`src/sv/pps_pkg.sv`:
```
// Package with the constants, types and codes of the preemptive priority scheduler.
`default_nettype none
package pps_pkg;

	localparam int MAX_TASKS = 16;
	localparam int IDX_W     = (MAX_TASKS > 1) ? $clog2(MAX_TASKS) : 1;
	localparam int CNT_W     = $clog2(MAX_TASKS + 1);
	localparam int ID_W      = 8;
	localparam int TIME_W    = 16;
	localparam int PRIO_W    = 8;

	localparam logic OP_LOAD = 1'b0;
	localparam logic OP_TICK = 1'b1;

	typedef logic [IDX_W-1:0]  idx_t;
	typedef logic [CNT_W-1:0]  cnt_t;
	typedef logic [ID_W-1:0]   id_t;
	typedef logic [TIME_W-1:0] time_t;
	typedef logic [PRIO_W-1:0] prio_t;

	// Input request
	typedef struct packed {
		logic  op;
		id_t   task_id;
		time_t arrival;
		prio_t priority_req;
		time_t burst;
	} req_t;

	// Result of one request
	typedef struct packed {
		logic  ran;
		id_t   running_id;
		logic  finished;
		time_t finish_time;
		time_t time_now;
		logic  all_done;
		logic  load_rejected;
	} rsp_t;

	// Best candidate handed from cell to cell during a scan
	typedef struct packed {
		logic  have;
		idx_t  idx;
		id_t   id;
		prio_t prio;
		time_t arrival;
		time_t remaining;
	} token_t;

	// Load and decrement commands broadcast to the cells
	typedef struct packed {
		logic  ld_en;
		logic  dec_en;
		idx_t  idx;
		id_t   id;
		time_t arrival;
		prio_t prio;
		time_t burst;
	} cell_ctl_t;

	typedef enum logic [1:0] {
		ST_IDLE,
		ST_SCAN,
		ST_APPLY,
		ST_DONE
	} state_t;

endpackage
`default_nettype wire

```
`src/sv/pps_if.sv`:
```
// Valid/ready channel interfaces for scheduler requests and results.
`default_nettype none
interface pps_req_if;
	import pps_pkg::*;
	logic valid;
	logic ready;
	req_t data;
	modport source (output valid, output data, input ready);
	modport sink (input valid, input data, output ready);
endinterface

interface pps_rsp_if;
	import pps_pkg::*;
	logic valid;
	logic ready;
	rsp_t data;
	modport source (output valid, output data, input ready);
	modport sink (input valid, input data, output ready);
endinterface
`default_nettype wire

```
`src/sv/pps_cell.sv`:
```
// One task table cell: holds one entry and passes the best candidate to its neighbor.
`default_nettype none
module pps_cell (
	input  wire              clk,
	input  wire              arst_n,
	input  pps_pkg::idx_t    my_idx,
	input  pps_pkg::time_t   cur_time,
	input  pps_pkg::cell_ctl_t ctl,
	input  pps_pkg::token_t  tok_in,
	output pps_pkg::token_t  tok_out
);
	import pps_pkg::*;

	logic   valid_q;
	id_t    id_q;
	time_t  arrival_q;
	prio_t  prio_q;
	time_t  remaining_q;
	token_t tok_q;
	logic   hit;
	logic   cand;
	logic   better;
	token_t mine;

	assign hit = (ctl.idx == my_idx);

	// Mark the cell loaded
	always_ff @(posedge clk or negedge arst_n) begin
		if (!arst_n) begin
			valid_q <= 1'b0;
		end else if (ctl.ld_en && hit) begin
			valid_q <= 1'b1;
		end
	end

	// Write the entry on load, drop the remaining burst when it runs
	always_ff @(posedge clk) begin
		if (ctl.ld_en && hit) begin
			id_q        <= ctl.id;
			arrival_q   <= ctl.arrival;
			prio_q      <= ctl.prio;
			remaining_q <= ctl.burst;
		end else if (ctl.dec_en && hit) begin
			remaining_q <= remaining_q - 16'd1;
		end
	end

	// Compare this entry against the incoming candidate
	always_comb begin
		cand   = valid_q && (remaining_q != '0) && !(arrival_q > cur_time);
		better = !tok_in.have || (prio_q < tok_in.prio) ||
			((prio_q == tok_in.prio) && (arrival_q < tok_in.arrival));
		mine.have      = 1'b1;
		mine.idx       = my_idx;
		mine.id        = id_q;
		mine.prio      = prio_q;
		mine.arrival   = arrival_q;
		mine.remaining = remaining_q;
	end

	// Hand the winner so far to the next cell
	always_ff @(posedge clk) begin
		tok_q <= (cand && better) ? mine : tok_in;
	end

	assign tok_out = tok_q;

endmodule
`default_nettype wire

```
`src/sv/preemptive_priority_scheduler_core.sv`:
```
// Preemptive priority scheduler: a row of task cells scanned by a passing candidate token.
// Load request: result held at the accepting edge, then moved to the output register in ST_DONE
// once the output is free. Tick request: the token steps one cell per cycle during ST_SCAN, then
// ST_APPLY updates the winner and ST_DONE moves the result out. Requests are taken only in ST_IDLE.
// A new request is taken while the previous result still waits on the output.
// Reset clears the loaded count, the current time and the cell valid bits; entry data is unset.
`default_nettype none
module preemptive_priority_scheduler_core (
	input wire      clk,
	input wire      arst_n,
	pps_req_if.sink   item,
	pps_rsp_if.source result
);
	import pps_pkg::*;

	state_t    state_q;
	state_t    state_nxt;
	cnt_t      loaded_q;
	cnt_t      alive_q;
	cnt_t      alive_nxt;
	time_t     time_q;
	idx_t      scan_q;
	rsp_t      res_q;
	rsp_t      res_nxt;
	rsp_t      out_q;
	logic      out_valid_q;
	logic      accept;
	logic      full;
	logic      finish;
	logic      out_free;
	cell_ctl_t ctl;
	token_t    tok_empty;
	token_t    tok_in  [MAX_TASKS];
	token_t    tok_out [MAX_TASKS];
	token_t    tok_last;

	assign accept   = item.valid && item.ready;
	assign full     = (loaded_q == CNT_W'(MAX_TASKS));
	assign tok_last = tok_out[MAX_TASKS-1];
	assign finish   = tok_last.have && (tok_last.remaining == 16'd1);
	assign out_free = !out_valid_q || result.ready;

	// Build the row of cells
	assign tok_empty = '0;
	for (genvar g = 0; g < MAX_TASKS; g++) begin : g_cell
		if (g == 0) begin : g_head
			assign tok_in[g] = tok_empty;
		end else begin : g_link
			assign tok_in[g] = tok_out[g-1];
		end
		pps_cell u_cell (
			.clk      (clk),
			.arst_n   (arst_n),
			.my_idx   (IDX_W'(g)),
			.cur_time (time_q),
			.ctl      (ctl),
			.tok_in   (tok_in[g]),
			.tok_out  (tok_out[g])
		);
	end

	// Next state
	always_comb begin
		state_nxt = state_q;
		unique case (state_q)
			ST_IDLE: begin
				if (item.valid) begin
					state_nxt = (item.data.op == OP_TICK) ? ST_SCAN : ST_DONE;
				end
			end
			ST_SCAN: begin
				if (scan_q == IDX_W'(MAX_TASKS - 1)) begin
					state_nxt = ST_APPLY;
				end
			end
			ST_APPLY: begin
				state_nxt = ST_DONE;
			end
			ST_DONE: begin
				if (out_free) begin
					state_nxt = ST_IDLE;
				end
			end
			default: begin
				state_nxt = ST_IDLE;
			end
		endcase
	end

	// Outputs: handshake, cell commands and the result
	always_comb begin
		item.ready  = (state_q == ST_IDLE);
		ctl.ld_en   = accept && (item.data.op == OP_LOAD) && !full;
		ctl.dec_en  = (state_q == ST_APPLY) && tok_last.have;
		ctl.idx     = (state_q == ST_APPLY) ? tok_last.idx : loaded_q[IDX_W-1:0];
		ctl.id      = item.data.task_id;
		ctl.arrival = item.data.arrival;
		ctl.prio    = item.data.priority_req;
		ctl.burst   = item.data.burst;

		alive_nxt = alive_q;
		res_nxt   = '0;
		if (state_q == ST_APPLY) begin
			if (finish) begin
				alive_nxt = alive_q - CNT_W'(1);
			end
			res_nxt.ran         = tok_last.have;
			res_nxt.running_id  = tok_last.have ? tok_last.id : '0;
			res_nxt.finished    = finish;
			res_nxt.finish_time = finish ? (time_q + 16'd1) : '0;
			res_nxt.time_now    = time_q + 16'd1;
		end else begin
			if (ctl.ld_en && (item.data.burst != '0)) begin
				alive_nxt = alive_q + CNT_W'(1);
			end
			res_nxt.time_now      = time_q;
			res_nxt.load_rejected = full;
		end
		res_nxt.all_done = (alive_nxt == '0);
	end

	// Control registers
	always_ff @(posedge clk or negedge arst_n) begin
		if (!arst_n) begin
			state_q     <= ST_IDLE;
			loaded_q    <= '0;
			alive_q     <= '0;
			time_q      <= '0;
			scan_q      <= '0;
			out_valid_q <= 1'b0;
		end else begin
			state_q <= state_nxt;
			if (ctl.ld_en) begin
				loaded_q <= loaded_q + CNT_W'(1);
			end
			if (ctl.ld_en || (state_q == ST_APPLY)) begin
				alive_q <= alive_nxt;
			end
			if (state_q == ST_APPLY) begin
				time_q <= time_q + 16'd1;
			end
			if (state_q == ST_SCAN) begin
				scan_q <= scan_q + IDX_W'(1);
			end else begin
				scan_q <= '0;
			end
			if ((state_q == ST_DONE) && out_free) begin
				out_valid_q <= 1'b1;
			end else if (result.ready) begin
				out_valid_q <= 1'b0;
			end
		end
	end

	// Hold the pending result and the output register
	always_ff @(posedge clk) begin
		if ((accept && (item.data.op == OP_LOAD)) || (state_q == ST_APPLY)) begin
			res_q <= res_nxt;
		end
		if ((state_q == ST_DONE) && out_free) begin
			out_q <= res_q;
		end
	end

	assign result.valid = out_valid_q;
	assign result.data  = out_q;

	a_alive_le_loaded: assert property (@(posedge clk) disable iff (!arst_n)
		alive_q <= loaded_q)
		else $error("more unfinished tasks than loaded tasks");

	a_loaded_max: assert property (@(posedge clk) disable iff (!arst_n)
		loaded_q <= CNT_W'(MAX_TASKS))
		else $error("task table count beyond capacity");

	a_apply_after_scan: assert property (@(posedge clk) disable iff (!arst_n)
		(state_q == ST_APPLY) |-> ($past(state_q) == ST_SCAN))
		else $error("apply step without a finished scan");

	a_finish_drops_alive: assert property (@(posedge clk) disable iff (!arst_n)
		((state_q == ST_APPLY) && finish) |=> (alive_q == $past(alive_q) - CNT_W'(1)))
		else $error("finished task not removed from unfinished count");

	a_time_steps_on_tick: assert property (@(posedge clk) disable iff (!arst_n)
		(state_q == ST_APPLY) |=> (time_q == $past(time_q) + 16'd1))
		else $error("time did not advance on tick");

endmodule
`default_nettype wire
```
`src/flat_wrapper.sv`:
```
// flat-port wrapper written by rule: the top's interface ports become plain ports
module preemptive_priority_scheduler_core_flat import pps_pkg::*;
  (clk, arst_n, item_valid, item_data, item_ready, result_valid, result_data, result_ready);
  pps_req_if item_i ();
  pps_rsp_if result_i ();
  input wire clk;
  input wire arst_n;
  input wire logic [$bits(item_i.valid)-1:0] item_valid;
  input wire logic [$bits(item_i.data)-1:0] item_data;
  output wire logic [$bits(item_i.ready)-1:0] item_ready;
  output wire logic [$bits(result_i.valid)-1:0] result_valid;
  output wire logic [$bits(result_i.data)-1:0] result_data;
  input wire logic [$bits(result_i.ready)-1:0] result_ready;
  assign item_i.valid = item_valid;
  assign item_i.data = item_data;
  assign item_ready = item_i.ready;
  assign result_valid = result_i.valid;
  assign result_data = result_i.data;
  assign result_i.ready = result_ready;
  preemptive_priority_scheduler_core u_core (.clk(clk), .arst_n(arst_n), .item(item_i), .result(result_i));
endmodule
```
`config.mk`:
```
export PLATFORM = sky130hd
export DESIGN_NAME = preemptive_priority_scheduler_core_flat
export DESIGN_NICKNAME = d
export VERILOG_FILES = /design/src/sv/pps_pkg.sv /design/src/sv/pps_if.sv /design/src/sv/pps_cell.sv /design/src/sv/preemptive_priority_scheduler_core.sv /design/src/flat_wrapper.sv
export SDC_FILE = /design/constraint.sdc
export NUM_CORES = 2
export LEC_CHECK = 0
export BUFFER_PORTS_ARGS = -buffer_cell sky130_fd_sc_hd__buf_2
export CAP_MARGIN = 20
export CORE_AREA = 2 2 356 358
export DETAILED_ROUTE_END_ITERATION = 8
export DIE_AREA = 0 0 358 360
export PLACE_DENSITY_LB_ADDON = 0.3
export SLEW_MARGIN = 25
export SYNTH_ARGS = -nofsm -noshare
export SYNTH_HDL_FRONTEND = slang
export SYNTH_SLANG_ARGS = --single-unit
```
`constraint.sdc`:
```
create_clock -name clk -period 5.7 [get_ports clk]
set_input_delay 0.285 -clock clk [delete_from_list [all_inputs] [get_ports clk]]
set_output_delay 0.285 -clock clk [all_outputs]
set_load 0.005 [all_outputs]
```
Yosys cells after proc, flatten, opt, wreduce, memory -nomap -nowiden
Cells that the tools add are included.

word-level totals
  output and inout port bits = 46
  flip-flop bits (word level) = 1714
  word-level logic and storage cells = 567
  input bits = 53

cells by class
  magnitude comparators = 46
  muxes and demuxes = 60
  $add $sub $neg = 21
  bitwise logic cells = 1
  eq/ne operators = 39
  reductions and logical operators = 207

operators with widths
  operator               number
  $mux 48                15
  $mux 16                33
  $reduce_bool 16->1     17
  $gt 16x16->1           16
  $sub 16x1->16 const B  16
  $lt 16x16->1           15
  $eq 8x8->1             15
  $lt 8x8->1             15
  $logic_and 1x1->1      101
  $eq 4x4->1 const B     9
  $reduce_bool 2->1      17
  $logic_not 1->1        33
  $logic_or 1x1->1       33
  $add 16x1->16 const B  1
  $eq 16x1->1 const B    1
  $eq 4x3->1 const B     4
  $mux 5                 3
  $add 5x1->5 const B    2
  $eq 4x2->1 const B     2
  $mux 2                 4
  $mux 4                 2
  $pmux 2 s4             1
  $eq 5x5->1 const B     1
  $logic_not 5->1        1
  other kinds (13)       17

Logic depth before layout (Yosys ltp)
  word-level depth = 8
  mapped depth = 12
  mapped depth without buffers = 9

Hierarchy
Synthesis repeated with hierarchy kept, for this count alone.

second synthesis, totals
  cell total of the unflattened synthesis = 6438
  area total of the unflattened synthesis = 81868.5 µm²

by module, submodules not included
  module                                  cells each  times used  area an instance (µm²)  sequential area each (µm²)
  pps_cell (u_core.g_cell[0].u_cell ...)  382         14          4840.9                  2527.4
  preemptive_priority_scheduler_core      323         1           4782.1                  3468.3
  pps_cell (u_core.g_cell[14].u_cell)     384         1           4657.0                  2527.4
  pps_cell (u_core.g_cell[9].u_cell)      383         1           4657.0                  2527.4

Least setup slack after synthesis
No wires, ideal clock.

  path type = register to register
  start point = register u_core.state_q[0]
  end point = register u_core.g_cell[8].u_cell.arrival_q[0] (enable)
  required time = 5.291 ns
  slack = 2.346 ns
  library setup time = 0.409 ns
  path buffers = 3
  arrival = 2.945 ns
  stages on the path, launching flop included = 9
  cells stage by stage = dfrtp_1 inv_1 ha_1 clkbuf_1 o32ai_1 nand2_1 inv_1 clkbuf_1 clkbuf_1

between the ends
  cells in the longest elaborated chain, start to end = 5
  elaborated cells on any way between the ends = 8
  those cells by class = eq/ne (2); mux (1); reduce/logical (5)

RTL lines
  what                                            RTL line                                   text
  from (decl)                                     preemptive_priority_scheduler_core.sv:16   state_t state_q;
  from (signal assigned)                          preemptive_priority_scheduler_core.sv:132  state_q <= state_nxt;
  branches (longest 4 deep; another with $mux 4)  --
  $logic_and 1x1->1 *                             pps_cell.sv:38                             if (ctl.ld_en && hit) begin
  to (signal assigned)                            pps_cell.sv:40                             arrival_q <= ctl.arrival;
  to (decl)                                       pps_cell.sv:16                             time_t arrival_q;

Every way passes the cells marked *.
A chain may end at the register's enable or synchronous reset.

Worst setup path after layout
  start point = register u_core.time_q[5]
  end point = register u_core.g_cell[9].u_cell.tok_q, in the netlist u_core.g_cell[9].u_cell.tok_out[8]

between the ends
  cells in the longest elaborated chain, start to end = 5

RTL lines
  what                    RTL line                                   text
  from (decl)             preemptive_priority_scheduler_core.sv:21   time_t time_q;
  from (signal assigned)  preemptive_priority_scheduler_core.sv:140  time_q <= time_q + 16'd1;
  $gt 16x16->1            pps_cell.sv:50                             cand = valid_q && (remaining_q != '0) && !(arrival_q > cur_time);
  $logic_not 1->1         pps_cell.sv:50
  $logic_and 1x1->1       pps_cell.sv:50
  $logic_and 1x1->1       pps_cell.sv:63                             tok_q <= (cand && better) ? mine : tok_in;
  $mux 48                 pps_cell.sv:63
  to (signal assigned)    pps_cell.sv:63
  to (decl)               pps_cell.sv:19                             token_t tok_q;

No other way between the ends.

==> flow_summary_export.csv <==
group,metric,value,unit
die,die-area,129000,um^2
global_routing,grt_pass1_wl,242000,um
die,row_count,130,
timing,worstMarginPinSlew,1020,ps
synthesis,yosysWarnings,0,
power,ir_drop,0.000305,V
timing,max_slew_margin,32.3,%
worst_setup_path,critPathMaxStageDelay,600,ps
synthesis,synth_area,74700,um^2
synthesis,yosys-top-cells-area,"edfxtp_1 (34%), dfxtp_1 (22%), ha_1 (11%), mux2_2 (8.7%), a21oi_1 (2.5%)",
worst_setup_path,critPathKind,"reg -> reg",
worst_setup_path,cp.required,6380,ps
synthesis,synth_nets,6685,
timing,final-hold-violation-count,0,
drt,drt-total-wl,152000,um
global_routing,grt_pass1_vias,45969,
timing,tns,0,ps
timing,period_needed,4140,ps
clocking,ctsRootBufferMaster,"clkbuf_16",
worst_setup_path,r2r-start,"u_core.time_q[5]",
timing,grt_setup_unrepaired,"false",
worst_setup_path,crit_start,"u_core.time_q[5]",
drt,viasPerCell,5.64,
synthesis,ys_ff_latch,1714,
worst_setup_path,start_kind,"flop",
clocking,tritoncts,"built",
worst_setup_path,worstReg2RegEnd,"u_core.g_cell[9].u_cell.tok_out[8]",
timing,timing.fmax,242,MHz
timing,slew_viol_final,0,
clocking,clk_latency,810,ps
synthesis,synth_cells,6004,
worst_setup_path,path_cells,"inv_1 > buf_4 > ha_1 > a21oi_1 > o21ai_0 > a221oi_1 > o211a_1 > o21ai_0 > a31oi_4 > buf_4 > mux2_2",
clocking,cts_buffers,172,
global_routing,antenna_found_initial,1,
synthesis,ys_async_sr_fraction,2.86,%
clocking,cts.hold.buffers_added,38,
drt,wl_per_cell,19.0,um
final_layout,areaGrowthSynthToFinish,11.5,%
timing,worst_hold_slack,96.0,ps
synthesis,synth.distinct_cells,76,
die,die_h,360,um
power,power.leakage,32.3,nW
drt,dr.pass1.iters,6,
clocking,htreeDepth,4,
min_path,hold_path.class,"in -> reg",
run_status,outcome,"finished clean",
placed_design,portBuffers,98,
final_layout,num-nets-final,6892,
die,die_width,358,um
synthesis,synth-seq-area-share,57.7,%
global_routing,grt_max_degree,66,
final_layout,fill_cells,8831,
clocking,cts.path.max_buffers,3,
worst_setup_path,cp_max_fo,40,
final_layout,final_util,66.7,%
placed_design,gp_congestion,0.907,
final_layout,multiInputGateArea,29400,um^2
power,fin_total_pwr,0.0353,W
power,power_density,423,nW/um^2
min_path,worst_hold_startpoint,"item_data[8]",
worst_setup_path,cp-end-kind,"flop",
timing,fin_crit_sh,72.6,%
final_layout,register_area,43100,um^2
clocking,cts_resized,0,
clocking,clk_pin_slew,60,ps
synthesis,ys.flop_type,"edfxtp_1",
placed_design,placedCellCount,7648,
synthesis,yosysTopAreaCell,"edfxtp_1",
worst_setup_path,worst_path_max_delay_cell,"inv_1",
die,io_pins,99,
drt,vias,45205,
drt,drcViolationCount,0,
global_routing,gr-total-overflow,0,
drt,drt.antenna.violating_nets,0,
drt,drt_iter0_markers,3025,
worst_setup_path,cp_data_arrival_time,4820,ps
worst_setup_path,rrSetupSlack,1560,ps
die,core_area,125000,um^2
min_path,min_to,"u_core.g_cell[8].u_cell.remaining_q[8]",
synthesis,yosysTopAreaCellShare,34.4,%
worst_setup_path,r2r_cells,11,
synthesis,synth_edf_count,856,
final_layout,fin_cells,8010,
die,initial_core_util,59.8,%
timing,setup_viol,0,
clocking,cts_sinks,1714,
run,max_cap_viol_count,0,
clocking,cts_setup_buffers,0,
synthesis,syn_area_per_cell,12.4,um^2
global_routing,gr-usage-all-layers,23.5,%
placed_design,hpwlAfterDp,110000,um
min_path,min_path_cells,4,
timing,skew,38.7,ps
final_layout,drive_gt1_share,17.8,%
routing by layer:
metal	track usage (%)	share of wire [%]
met1	30.7	45
met2	39.0	47
met3	3.96	4.6
met4	9.72	3.7
met5	0	0
stage by stage:
stage	worst slack [ps]	instance area [um^2]
after floorplan	2350	74700
after global placement	1700	77300
after detailed placement	1650	77300
after CTS	1580	83300
after global routing	1370	83300
final	1560	83300
power breakdown:
part           leakage [nW]  switching, W  internal [W]
clock                  2.77       0.00463       0.00644
sequential             15.1       0.00126        0.0158
combinational          14.4       0.00358       0.00352
sequential cells by signal (all words and copies together) (netlist names):
signal                            cells
u_core.g_cell.u_cell.arrival_q      256
u_core.state_q                        2
u_core.g_cell.u_cell.tok_out        809
u_core.time_q                        16
u_core.g_cell.u_cell.prio_q         128
u_core.g_cell.u_cell.id_q           128
u_core.loaded_q                       5
u_core.result.valid                   1
u_core.result.data                   44
u_core.alive_q                        5
u_core.g_cell.u_cell.remaining_q    256
u_core.res_q                         44
u_core.scan_q                         4
u_core.g_cell.u_cell.valid_q         16
critical path: cells and delay by family, from the launching register on:
| kind | cells | cell delay (ps) |
|---|---|---|
| compound gates | 6 | 1520 |
| buf+inv | 3 | 1370 |
| flops | 1 | 410 |
| mux | 1 | 400 |
| fa+ha+maj | 1 | 240 |
how the worst max path moves through the flow:
stage	slack, ps	to	depth (start not counted)
after global placement	1700	u_core.g_cell[3].u_cell.tok_out[2]	9
after floorplan	2350	u_core.g_cell[8].u_cell.arrival_q[0]	8
after detailed placement	1650	u_core.g_cell[3].u_cell.tok_out[0]	9
final	1560	u_core.g_cell[9].u_cell.tok_out[8]	11
after CTS	1580	u_core.g_cell[3].u_cell.tok_out[1]	9
after global routing	1370	u_core.g_cell[9].u_cell.tok_out[42]	11
Yosys cell counts, types with 47 or more instances:
master / number
mux2_4: 56
clkbuf_1: 121
nand2b_1: 47
xnor2_1: 200
nand4_1: 115
inv_1: 448
o21ai_0: 139
nor3_1: 88
edfxtp_1: 856
nor2b_1: 67
nand3_1: 74
nor2_1: 402
mux2_1: 63
ha_1: 628
dfxtp_1: 809
a21oi_1: 377
nand2_1: 312
dfrtp_1: 49
mux2_2: 574
nor4_1: 53
layout by cell type (no fill, tap or decap), types with 29 or more instances in the layout:
| master | instances |
|---|---|
| a21o_1 | 33 |
| a21oi_1 | 375 |
| a31oi_1 | 29 |
| buf_2 | 98 |
| buf_4 | 71 |
| clkbuf_1 | 56 |
| clkbuf_16 | 178 |
| clkinv_2 | 34 |
| dfrtp_1 | 49 |
| dfxtp_1 | 809 |
| dlygate4sd3_1 | 38 |
| edfxtp_1 | 856 |
| ha_1 | 627 |
| inv_1 | 447 |
| mux2_1 | 63 |
| mux2_2 | 574 |
| mux2_4 | 56 |
| nand2_1 | 302 |
| nand2b_1 | 47 |
| nand3_1 | 74 |
| nand4_1 | 115 |
| nor2_1 | 402 |
| nor2b_1 | 66 |
| nor3_1 | 85 |
| nor4_1 | 53 |
| o211ai_1 | 38 |
| o21ai_0 | 139 |
| or2_2 | 30 |
| xnor2_1 | 200 |
| xor2_1 | 42 |
final cells by class:
type / count / share of cell area [%]
well taps: 1650 / 2.48
inverters: 448 / 2.02
clock inverters: 64 / 0.755
repair buffers: 209 / 1.74
diodes: 1 / 0.00300
clock buffers: 258 / 5.99
flip-flops and latches: 1714 / 51.7
multi-input cells: 3666 / 35.3
cells by family (layout without fill, tap and decap cells):
logic type	after synthesis	count (layout)	synth area share [%]
buffers and inverters	624	979	3.26
AOI/OAI and AO/OA	792	792	6.49
DFF	1714	1714	57.7
muxes	694	694	10.7
adders and majority gates	628	628	10.5
xor gates and xnor gates	242	242	2.84
other	0	1	0
and+or+nand+nor	1310	1310	8.45
Note: power is estimated with default switching activity, not from simulation.
